File: src/rtl/core/kdef_pkg.sv
// shared types, constants and helpers for the key debounce event fifo
package kdef_pkg;

  localparam int NUM_KEYS             = 4;
  localparam int NUM_SLOTS            = 2 * NUM_KEYS;
  localparam int FILTER_TIME_DEF      = 5;
  localparam int FIFO_DEPTH_DEF       = 16;
  localparam logic [NUM_KEYS-1:0] ACTIVE_HIGH_MASK_DEF = 4'b0001;

  localparam int CODE_W  = 4;
  localparam int LONG_W  = 16;
  localparam int REP_W   = 8;
  localparam int KIND_W  = 2;
  localparam int ADDR_W  = 5;
  localparam int DATA_W  = 32;

  localparam logic [LONG_W-1:0] LONG_TIME_RST = 16'd100;
  localparam logic [REP_W-1:0]  REP_RST       = 8'd0;

  // register groups, selected by the top bit of the register index
  localparam logic REG_GRP_LONG   = 1'b0;
  localparam logic REG_GRP_REPEAT = 1'b1;

  // event code offsets within one key's group of three
  localparam int CODE_PRESS_OFS   = 1;
  localparam int CODE_RELEASE_OFS = 2;
  localparam int CODE_LONG_OFS    = 3;

  typedef enum logic [KIND_W-1:0] {
    KIND_SCAN  = 2'd0,
    KIND_READ  = 2'd1,
    KIND_CLEAR = 2'd2
  } kind_t;

  typedef struct packed {
    logic [LONG_W-1:0] long_time;
    logic [REP_W-1:0]  rep_cfg;
    logic              clr_repeat;
  } key_cfg_t;

  typedef struct packed {
    logic              put_a;
    logic [CODE_W-1:0] code_a;
    logic              put_b;
    logic [CODE_W-1:0] code_b;
  } key_evt_t;

  function automatic logic [CODE_W-1:0] key_code(input int key, input int ofs);
    return CODE_W'(3 * key + ofs);
  endfunction

endpackage

File: src/rtl/core/kdef_cfg.sv
// configuration registers behind the apb-style port
module kdef_cfg
  import kdef_pkg::*;
(
  input  logic                  clk,
  input  logic                  rst,
  input  logic                  psel,
  input  logic                  penable,
  input  logic                  pwrite,
  input  logic [ADDR_W-1:0]     paddr,
  input  logic [DATA_W-1:0]     pwdata,
  output logic [DATA_W-1:0]     prdata,
  output logic                  pready,
  output key_cfg_t              key_cfg [NUM_KEYS]
);

  logic [LONG_W-1:0] long_time [NUM_KEYS];
  logic [REP_W-1:0]  rep_cfg   [NUM_KEYS];
  logic              wr;
  logic              grp;
  logic [1:0]        key_sel;

  assign pready  = 1'b1;
  assign wr      = psel && penable && pwrite;
  assign grp     = paddr[4];
  assign key_sel = paddr[3:2];

  always_ff @(posedge clk) begin
    if (rst) begin
      for (int k = 0; k < NUM_KEYS; k++) begin
        long_time[k] <= LONG_TIME_RST;
        rep_cfg[k]   <= REP_RST;
      end
    end else if (wr) begin
      if (grp == REG_GRP_LONG) begin
        long_time[key_sel] <= pwdata[LONG_W-1:0];
      end else begin
        rep_cfg[key_sel] <= pwdata[REP_W-1:0];
      end
    end
  end

  always_comb begin
    if (grp == REG_GRP_LONG) begin
      prdata = DATA_W'(long_time[key_sel]);
    end else begin
      prdata = DATA_W'(rep_cfg[key_sel]);
    end
  end

  // a write to either register of a key restarts its repeat count
  always_comb begin
    for (int k = 0; k < NUM_KEYS; k++) begin
      key_cfg[k].long_time  = long_time[k];
      key_cfg[k].rep_cfg    = rep_cfg[k];
      key_cfg[k].clr_repeat = wr && (key_sel == 2'(k));
    end
  end

endmodule

File: src/rtl/core/kdef_key.sv
// debounce filter, press state and long press / repeat timing for one key
module kdef_key
  import kdef_pkg::*;
#(
  parameter int FILTER_TIME = FILTER_TIME_DEF,
  parameter int KEY_INDEX   = 0
) (
  input  logic     clk,
  input  logic     rst,
  input  logic     scan_en,
  input  logic     down,
  input  key_cfg_t cfg,
  output logic     pressed_next,
  output key_evt_t evt
);

  localparam int FC_W = $clog2(2 * FILTER_TIME + 1);
  localparam logic [FC_W-1:0] FC_MID = FC_W'(FILTER_TIME);
  localparam logic [FC_W-1:0] FC_TOP = FC_W'(2 * FILTER_TIME);
  localparam logic [FC_W-1:0] FC_RST = FC_W'(FILTER_TIME / 2);

  logic [FC_W-1:0]   filter_count, filter_count_next;
  logic              pressed, pressed_upd;
  logic [LONG_W-1:0] long_count, long_count_next, long_inc;
  logic [REP_W-1:0]  repeat_count, repeat_count_next, rep_inc;
  key_evt_t          evt_raw;

  assign long_inc = long_count + 1'b1;
  assign rep_inc  = repeat_count + 1'b1;

  always_comb begin
    filter_count_next = filter_count;
    pressed_upd       = pressed;
    long_count_next   = long_count;
    repeat_count_next = repeat_count;
    evt_raw           = '0;
    if (down) begin
      if (filter_count < FC_MID) begin
        filter_count_next = FC_MID;
      end else if (filter_count < FC_TOP) begin
        filter_count_next = filter_count + 1'b1;
      end else begin
        if (!pressed) begin
          pressed_upd    = 1'b1;
          evt_raw.put_a  = 1'b1;
          evt_raw.code_a = key_code(KEY_INDEX, CODE_PRESS_OFS);
        end
        if ((cfg.long_time != '0) && (long_count < cfg.long_time)) begin
          long_count_next = long_inc;
          if (long_inc == cfg.long_time) begin
            if (cfg.rep_cfg != '0) begin
              // repeat mode: restart the long period, count periods
              long_count_next = '0;
              if (rep_inc >= cfg.rep_cfg) begin
                repeat_count_next = '0;
                evt_raw.put_b     = 1'b1;
                evt_raw.code_b    = key_code(KEY_INDEX, CODE_PRESS_OFS);
              end else begin
                repeat_count_next = rep_inc;
              end
            end else begin
              evt_raw.put_b  = 1'b1;
              evt_raw.code_b = key_code(KEY_INDEX, CODE_LONG_OFS);
            end
          end
        end
      end
    end else begin
      if (filter_count > FC_MID) begin
        filter_count_next = FC_MID;
      end else if (filter_count != '0) begin
        filter_count_next = filter_count - 1'b1;
      end else if (pressed) begin
        pressed_upd    = 1'b0;
        evt_raw.put_a  = 1'b1;
        evt_raw.code_a = key_code(KEY_INDEX, CODE_RELEASE_OFS);
      end
      long_count_next   = '0;
      repeat_count_next = '0;
    end
  end

  assign pressed_next = scan_en ? pressed_upd : pressed;
  assign evt          = scan_en ? evt_raw : '0;

  always_ff @(posedge clk) begin
    if (rst) begin
      filter_count <= FC_RST;
      pressed      <= 1'b0;
      long_count   <= '0;
      repeat_count <= '0;
    end else begin
      if (scan_en) begin
        filter_count <= filter_count_next;
        pressed      <= pressed_upd;
        long_count   <= long_count_next;
        repeat_count <= repeat_count_next;
      end
      if (cfg.clr_repeat) begin
        repeat_count <= '0;
      end
    end
  end

endmodule

File: src/rtl/core/kdef_fifo.sv
// event ring buffer taking up to two codes per key on a scan tick
module kdef_fifo
  import kdef_pkg::*;
#(
  parameter int FIFO_DEPTH = FIFO_DEPTH_DEF
) (
  input  logic              clk,
  input  logic              rst,
  input  logic              en,
  input  logic [KIND_W-1:0] kind,
  input  key_evt_t          evt [NUM_KEYS],
  output logic [CODE_W-1:0] read_code
);

  localparam int PTR_W = $clog2(FIFO_DEPTH);
  localparam logic [PTR_W-1:0] PTR_LAST = PTR_W'(FIFO_DEPTH - 1);

  logic [CODE_W-1:0] store [FIFO_DEPTH];
  logic [PTR_W-1:0]  read_ptr, write_ptr;
  logic [PTR_W-1:0]  slot_addr [NUM_SLOTS+1];
  logic              slot_put  [NUM_SLOTS];
  logic [CODE_W-1:0] slot_code [NUM_SLOTS];
  logic              do_scan, do_read, do_clear, empty;

  function automatic logic [PTR_W-1:0] ptr_inc(input logic [PTR_W-1:0] p);
    return (p == PTR_LAST) ? '0 : p + 1'b1;
  endfunction

  assign do_scan  = en && (kind == KIND_SCAN);
  assign do_read  = en && (kind == KIND_READ);
  assign do_clear = en && (kind == KIND_CLEAR);
  assign empty    = (read_ptr == write_ptr);

  // slots in key order, each key's first code ahead of its second
  always_comb begin
    for (int k = 0; k < NUM_KEYS; k++) begin
      slot_put[2*k]    = evt[k].put_a;
      slot_code[2*k]   = evt[k].code_a;
      slot_put[2*k+1]  = evt[k].put_b;
      slot_code[2*k+1] = evt[k].code_b;
    end
    slot_addr[0] = write_ptr;
    for (int s = 0; s < NUM_SLOTS; s++) begin
      slot_addr[s+1] = slot_put[s] ? ptr_inc(slot_addr[s]) : slot_addr[s];
    end
  end

  // later slots win if the ring wraps onto itself within one tick
  always_ff @(posedge clk) begin
    if (do_scan) begin
      for (int s = 0; s < NUM_SLOTS; s++) begin
        if (slot_put[s]) begin
          store[slot_addr[s]] <= slot_code[s];
        end
      end
    end
  end

  always_ff @(posedge clk) begin
    if (rst) begin
      read_ptr  <= '0;
      write_ptr <= '0;
    end else begin
      if (do_scan) begin
        write_ptr <= slot_addr[NUM_SLOTS];
      end
      if (do_read && !empty) begin
        read_ptr <= ptr_inc(read_ptr);
      end
      if (do_clear) begin
        read_ptr <= write_ptr;
      end
    end
  end

  assign read_code = (do_read && !empty) ? store[read_ptr] : '0;

endmodule

File: src/rtl/core/key_debounce_event_fifo_top.sv
// top level of the key debounce event fifo
// Debounces four buttons and queues their press, release and long press codes in a
// ring buffer. Every request carries a kind: a scan tick samples key_levels, a read
// pops one code (0 when the queue is empty), a clear empties the queue; kind 3 does
// nothing. Each request produces exactly one result with event_code and the debounced
// pressed_mask after the request. A request is registered on entry, processed by one
// pass of per-key counters and the fifo write logic, and its result lands in an output
// register. One request is taken every cycle as long as the output side keeps up, since
// every key and the fifo pointers update in that one pass. The queue has no overflow
// guard: more than FIFO_DEPTH-1 unread codes wrap and the older ones are lost. Codes are
// 3k+1 press (also the repeat code), 3k+2 release, 3k+3 long press. Registers:
// long_time_key0..3 at 0x00..0x0c, repeat_key0..3 at 0x10..0x1c; writing either
// register of a key restarts its repeat count. Write the registers only while no
// request is in flight.
module key_debounce_event_fifo_top
  import kdef_pkg::*;
#(
  parameter int                  FILTER_TIME      = FILTER_TIME_DEF,
  parameter int                  FIFO_DEPTH       = FIFO_DEPTH_DEF,
  parameter logic [NUM_KEYS-1:0] ACTIVE_HIGH_MASK = ACTIVE_HIGH_MASK_DEF
) (
  input  logic                clk,
  input  logic                rst,
  // request channel
  input  logic                in_valid,
  output logic                in_stall,
  input  logic [KIND_W-1:0]   kind,
  input  logic [NUM_KEYS-1:0] key_levels,
  // result channel
  output logic                out_valid,
  input  logic                out_stall,
  output logic [CODE_W-1:0]   event_code,
  output logic [NUM_KEYS-1:0] pressed_mask,
  // configuration port
  input  logic                psel,
  input  logic                penable,
  input  logic                pwrite,
  input  logic [ADDR_W-1:0]   paddr,
  input  logic [DATA_W-1:0]   pwdata,
  output logic [DATA_W-1:0]   prdata,
  output logic                pready
);

  // input register
  logic                s1_valid;
  logic [KIND_W-1:0]   s1_kind;
  logic [NUM_KEYS-1:0] s1_levels;

  logic                out_busy;  // output register holds a result not yet taken
  logic                fire;      // request in the input register is processed now
  logic                scan_en;
  logic [NUM_KEYS-1:0] pressed_next;
  logic [CODE_W-1:0]   read_code;
  key_cfg_t            key_cfg [NUM_KEYS];
  key_evt_t            key_evt [NUM_KEYS];

  assign out_busy = out_valid && out_stall;
  assign fire     = s1_valid && !out_busy;
  assign in_stall = s1_valid && out_busy;
  assign scan_en  = fire && (s1_kind == KIND_SCAN);

  always_ff @(posedge clk) begin
    if (rst) begin
      s1_valid <= 1'b0;
    end else if (!in_stall) begin
      s1_valid <= in_valid;
    end
  end

  // payload only loads on an accepted request
  always_ff @(posedge clk) begin
    if (in_valid && !in_stall) begin
      s1_kind   <= kind;
      s1_levels <= key_levels;
    end
  end

  kdef_cfg u_cfg (
    .clk     (clk),
    .rst     (rst),
    .psel    (psel),
    .penable (penable),
    .pwrite  (pwrite),
    .paddr   (paddr),
    .pwdata  (pwdata),
    .prdata  (prdata),
    .pready  (pready),
    .key_cfg (key_cfg)
  );

  // one debouncer per key, down level follows the polarity mask
  for (genvar k = 0; k < NUM_KEYS; k++) begin : g_key
    kdef_key #(
      .FILTER_TIME (FILTER_TIME),
      .KEY_INDEX   (k)
    ) u_key (
      .clk          (clk),
      .rst          (rst),
      .scan_en      (scan_en),
      .down         (ACTIVE_HIGH_MASK[k] ? s1_levels[k] : !s1_levels[k]),
      .cfg          (key_cfg[k]),
      .pressed_next (pressed_next[k]),
      .evt          (key_evt[k])
    );
  end

  kdef_fifo #(
    .FIFO_DEPTH (FIFO_DEPTH)
  ) u_fifo (
    .clk       (clk),
    .rst       (rst),
    .en        (fire),
    .kind      (s1_kind),
    .evt       (key_evt),
    .read_code (read_code)
  );

  // output register
  always_ff @(posedge clk) begin
    if (rst) begin
      out_valid <= 1'b0;
    end else if (!out_busy) begin
      out_valid <= s1_valid;
    end
  end

  always_ff @(posedge clk) begin
    if (fire) begin
      event_code   <= read_code;
      pressed_mask <= pressed_next;
    end
  end

  // a stall back to the request side only comes from a stalled result
  a_stall_source: assert property (@(posedge clk) disable iff (rst)
    in_stall |-> (out_valid && out_stall))
    else $error("request stall without a stalled result");

  // a processed request always shows up as a result in the next cycle
  a_result_follows: assert property (@(posedge clk) disable iff (rst)
    fire |=> out_valid)
    else $error("processed request produced no result");

  // a stalled result holds the request behind it in the input register
  a_no_fire_when_busy: assert property (@(posedge clk) disable iff (rst)
    (out_valid && out_stall && s1_valid) |=> s1_valid)
    else $error("held request lost while result stalled");

endmodule
File: config.mk
export PLATFORM = sky130hd
export DESIGN_NAME = key_debounce_event_fifo_top
export DESIGN_NICKNAME = d
export VERILOG_FILES = /design/src/rtl/core/kdef_pkg.sv /design/src/rtl/core/kdef_cfg.sv /design/src/rtl/core/kdef_key.sv /design/src/rtl/core/kdef_fifo.sv /design/src/rtl/core/key_debounce_event_fifo_top.sv
export SDC_FILE = /design/constraint.sdc
export NUM_CORES = 1
export LEC_CHECK = 0
export BUFFER_PORTS_ARGS = -buffer_cell sky130_fd_sc_hd__buf_4
export CAP_MARGIN = 40
export CORE_MARGIN = 3
export CORE_UTILIZATION = 64
export CTS_CLUSTER_DIAMETER = 50
export CTS_CLUSTER_SIZE = 24
export DETAILED_ROUTE_END_ITERATION = 8
export GPL_TIMING_DRIVEN = 0
export MAX_ROUTING_LAYER = met4
export PLACE_DENSITY = 0.85
export SLEW_MARGIN = 20
export SYNTH_ARGS = -nofsm -noshare
export SYNTH_HDL_FRONTEND = slang
export SYNTH_SLANG_ARGS = --single-unit
File: constraint.sdc
create_clock -name clk -period 10.75 [get_ports clk]
set_clock_uncertainty 0.2 [all_clocks]
set_input_delay 1.075 -clock clk [delete_from_list [all_inputs] [get_ports clk]]
set_output_delay 1.075 -clock clk [all_outputs]
set_load 0.03 [all_outputs]
==> summary.txt <==
Global routing
  • Vias in the first global route: 22230
  • GRT Overall Usage: 41.89%
  • GR Util met1: 50.66%
  • Overflow after GRT: 0
  • First-pass GRT wire length: 124.4 mm
  • Grt met2 use: 66.45%
  • Initial antenna violation count: 0
  • Largest net degree at the start of global routing: 18
  • GRT busiest layer: met2
  • Global-route met3 utilization: 8.858%

Finish
  • Fin util: 72.57%
  • Multi-input logic area: 15120 um^2
  • Final net count: 3087
  • Storage cell area: 7587 um^2
  • Final Non-Filler Cells: 3386
  • Area Overhead vs Synth: 11.56%
  • Layout cells sized above 1: 12.24%
  • Fillers: 2738

Drt
  • Post-route ant nets: 0
  • DRT Pass-1 Iters: 7
  • Drt wl/cell: 24.23 um
  • Final wirelength: 82.03 mm
  • Via density: 6.898
  • Via count: 23360
  • Drt first-iter violations: 2882
  • Drc violations: 0

Floorplan
  • Total Die Area: 39560 um^2
  • Starting density of the core: 65.05%
  • Placeable Area: 36610 um^2
  • Die width: 198.9 um
  • Placement Rows: 70
  • Die Ht: 198.9 um
  • Io pins: 93

Run
  • Max-cap viol count: 0

Synthesis
  • Netlist cell types: 116
  • Netlist Area Pre-Place: 23810 um^2
  • Synthesized flop and latch total: 300
  • Cells after Synth: 2754
  • Syn. warnings: 0
  • Synth Flop Type: edfxtp_1
  • Sequential share of the synthesized area: 31.86%
  • Asr flop ratio synth: 0%
  • EDFF count, synth: 158
  • Mean area per synthesized cell: 8.647 um^2

Worst setup path
  • Req. time, crit path: 10880 ps
  • Crit end category: flip-flop
  • CP max-delay cell: or3_1
  • Worst-path fanout max: 10
  • Reg2Reg Depth: 46
  • CP max stage delay: 630 ps
  • Kind of cell adding the most delay to the critical path: simple AND/OR/NAND/NOR gates
  • CP startpoint kind: flip-flop
  • Crit-path most repeated cell: ha_1
  • Critical path class: reg2reg
  • R2R Path Start: g_key[0].u_key.repeat_count[0]$_SDFFE_PP0P_
  • Worst R2R End: u_fifo.store[4][2]$_DFFE_PP_
  • Reg2reg setup slack: 380 ps
  • Crit path buf inv count: 9
  • CP Data Arrival Time: 10500 ps

Clock tree
  • CTS root buf: clkbuf_16
  • Clk buf depth: 3
  • CTS tree: done
  • CTS clk-pin slew, worst paths: 70 ps
  • Sink Count: 300
  • Clk_lat worst skew: 580 ps
  • Htree depth: 2
  • Total CTS buffers: 37

STA
  • Worst hold margin: 268.6 ps
  • Slew @ Worst Pin: 1031 ps
  • Fmax achieved: 0.09641 GHz
  • Final WS setup: 377.5 ps
  • Final Hold Vio Count: 0
  • Tcrit/Tclk final: 96.49%
  • Final Slew Violations: 0
  • Slew headroom: 30.62%
  • Post-route minimum period: 10370 ps
  • Setup violators final: 0

Placement
  • GPL Wtd Cong: 1.088
  • Dpl hpwl: 63.76 mm
  • IO buf count: 57
  • Setup slack at placement: -1273 ps
  • Placed Instances: 3309

Min path
  • Hold path depth: 2
  • HP Start: g_key[3].u_key.repeat_count[1]$_SDFFE_PP0P_
  • WHS Endpoint: g_key[3].u_key.repeat_count[1]$_SDFFE_PP0P_
  • Worst hold path class: reg2reg

Outcome
  • Status: completed

Pwr
  • Peak supply drop: 0.1620 mV
  • Leak: 11.00 nW
  • Power Density: 110.6 nW/um^2
  • Total power: 2.938 mW
-- through the flow --
step | area, um^2 | TNS, ps
after floorplan | 23870 | 0
after global placement | 24880 | -87460
after detailed placement | 25050 | -98580
after CTS | 26420 | 0
after global routing | 26560 | -19.13
final | 26570 | 0
-- cell usage in the layout (no fill, tap or decap), types with 23 or more instances in the layout --
master / count
xnor2_1: 89
nand4_1: 33
or3_1: 38
nor3_1: 67
nand3b_1: 26
and3_1: 85
clkbuf_1: 83
dfxtp_1: 142
inv_1: 158
and2_1: 24
nand2_1: 219
a21oi_1: 155
nor4_1: 46
buf_4: 84
o21ai_0: 119
mux2i_1: 40
mux4_2: 44
a211oi_1: 23
clkbuf_16: 39
nand3_1: 120
nor2b_1: 40
a21o_1: 28
edfxtp_1: 158
nor2_1: 305
ha_1: 149
nand2b_1: 32
xor2_1: 74
-- metal layers --
metal | wire length, um | vias up
li1 | - | 10350
met1 | 29720 | 11130
met2 | 37720 | 1540
met3 | 9713 | 342
met4 | 4874 | 0
met5 | 0 | -
-- Yosys cell counts (9+ instances only) --
cell      number  area [um^2]
a211oi_1      23        172.7
o211ai_1      19        142.6
nand3_1      121        605.6
mux2i_1       41        410.4
edfxtp_1     158         4745
buf_4         22        165.2
a22oi_1       18        135.1
nand2_1      220        825.8
o22ai_1       10        62.56
ha_1         149         1864
a31oi_1       16        100.1
a22o_1        14        122.6
a211o_1       14        122.6
xor2_1        74        648.1
and3_1        86        538.0
and2_1        24        150.1
buf_2         12        60.06
nand3b_1      26        195.2
inv_1        161        604.3
nand2b_1      32        200.2
or3_1         38        237.7
nor4_1        47        294.0
o31ai_1       10        75.07
xnor2_1       89        779.5
nor2_1       311         1167
a221oi_1      10        87.58
nor2b_1       40        250.2
or4_1          9        67.56
nor3_1        70        350.3
o21a_1        19        142.6
a21oi_1      156        780.8
mux4_2        44        991.0
nor3b_1       15        112.6
dfxtp_1      142         2843
nand4_1       33        206.5
o21ai_0      121        605.6
mux2_2        18        202.7
a21o_1        28        210.2
a21boi_0      12        90.09
clkbuf_1      84        315.3
buf_1         12        45.04
-- cell families (layout without fill, tap and decap cells) --
group / count (synthesis) / in the layout / synth area share [%]
compound gates: 601 / 601 / 17.54
xor+xnor: 167 / 167 / 6.352
fa+ha+maj: 149 / 149 / 7.829
buf+inv: 300 / 448 / 5.301
flops: 300 / 300 / 31.86
mux: 105 / 105 / 6.856
other cells: 2 / 18 / 0.03154
simple gates: 1130 / 1130 / 24.23
-- where the power goes --
group          internal, mW  switching (mW)  total [mW]
clock                 0.792           0.574        1.37
combinational         0.108           0.176       0.284
sequential             1.24          0.0520        1.29
total                  2.14           0.802        2.94
-- what timing repair did --
| item | 4_1_cts | 5_1_grt |
|---|---|---|
| gates resized for setup | 9 | 17 |
| hold buffers | 0 | 0 |
| pin swaps | 2 | 1 |
| setup buffers | 1 | 2 |
| setup endpoints to repair | 115 | 115 |
-- worst max path at each step --
stage	start	end	slack (ps)	cells past startpoint
global placement	g_key[0].u_key.repeat_count[0]$_SDFFE_PP0P_	u_fifo.store[8][1]$_DFFE_PP_	-1160	46
CTS	g_key[0].u_key.repeat_count[0]$_SDFFE_PP0P_	u_fifo.store[1][1]$_DFFE_PP_	2	47
floorplan	out_stall	u_fifo.store[4][2]$_DFFE_PP_	1460	46
detailed placement	out_stall	u_fifo.store[8][1]$_DFFE_PP_	-1270	45
global route	g_key[0].u_key.repeat_count[0]$_SDFFE_PP0P_	u_fifo.store[0][2]$_DFFE_PP_	-7	47
finish	g_key[0].u_key.repeat_count[0]$_SDFFE_PP0P_	u_fifo.store[4][2]$_DFFE_PP_	380	46
-- state kept, by name, indices dropped and copies added, names as in the netlist, 2 cells and up --
signal / count
u_fifo.read_ptr: 4
s1_kind: 2
u_fifo.store: 64
pressed_mask: 4
g_key.u_key.repeat_count: 32
u_fifo.write_ptr: 4
event_code: 4
g_key.u_key.filter_count: 16
u_cfg.rep_cfg: 32
s1_levels: 4
g_key.u_key.pressed: 4
u_cfg.long_time: 64
g_key.u_key.long_count: 64
-- worst reg2reg max path: cells and delay by family (launching register included) --
family / cells / cell delay (ps)
AOI/OAI and AO/OA: 13 / 2590
and+or+nand+nor: 16 / 3490
xor gates and xnor gates: 1 / 160
DFF: 1 / 410
adders and majority gates: 6 / 1410
buffers and inverters: 9 / 1510
muxes: 1 / 320
-- area by class of cell --
cell class,count,area share (%)
Timing Repair Buffer,83,2.491
Clock inverter,23,1.286
Antenna cell,1,0.009419
Multi-Input combinational cell,2169,56.93
Tap cell,468,2.204
Sequential cell,300,28.56
Inverter,165,2.350
Clock buffer,45,3.758
Buffer,132,2.411
(Power assumes the default switching activity.)
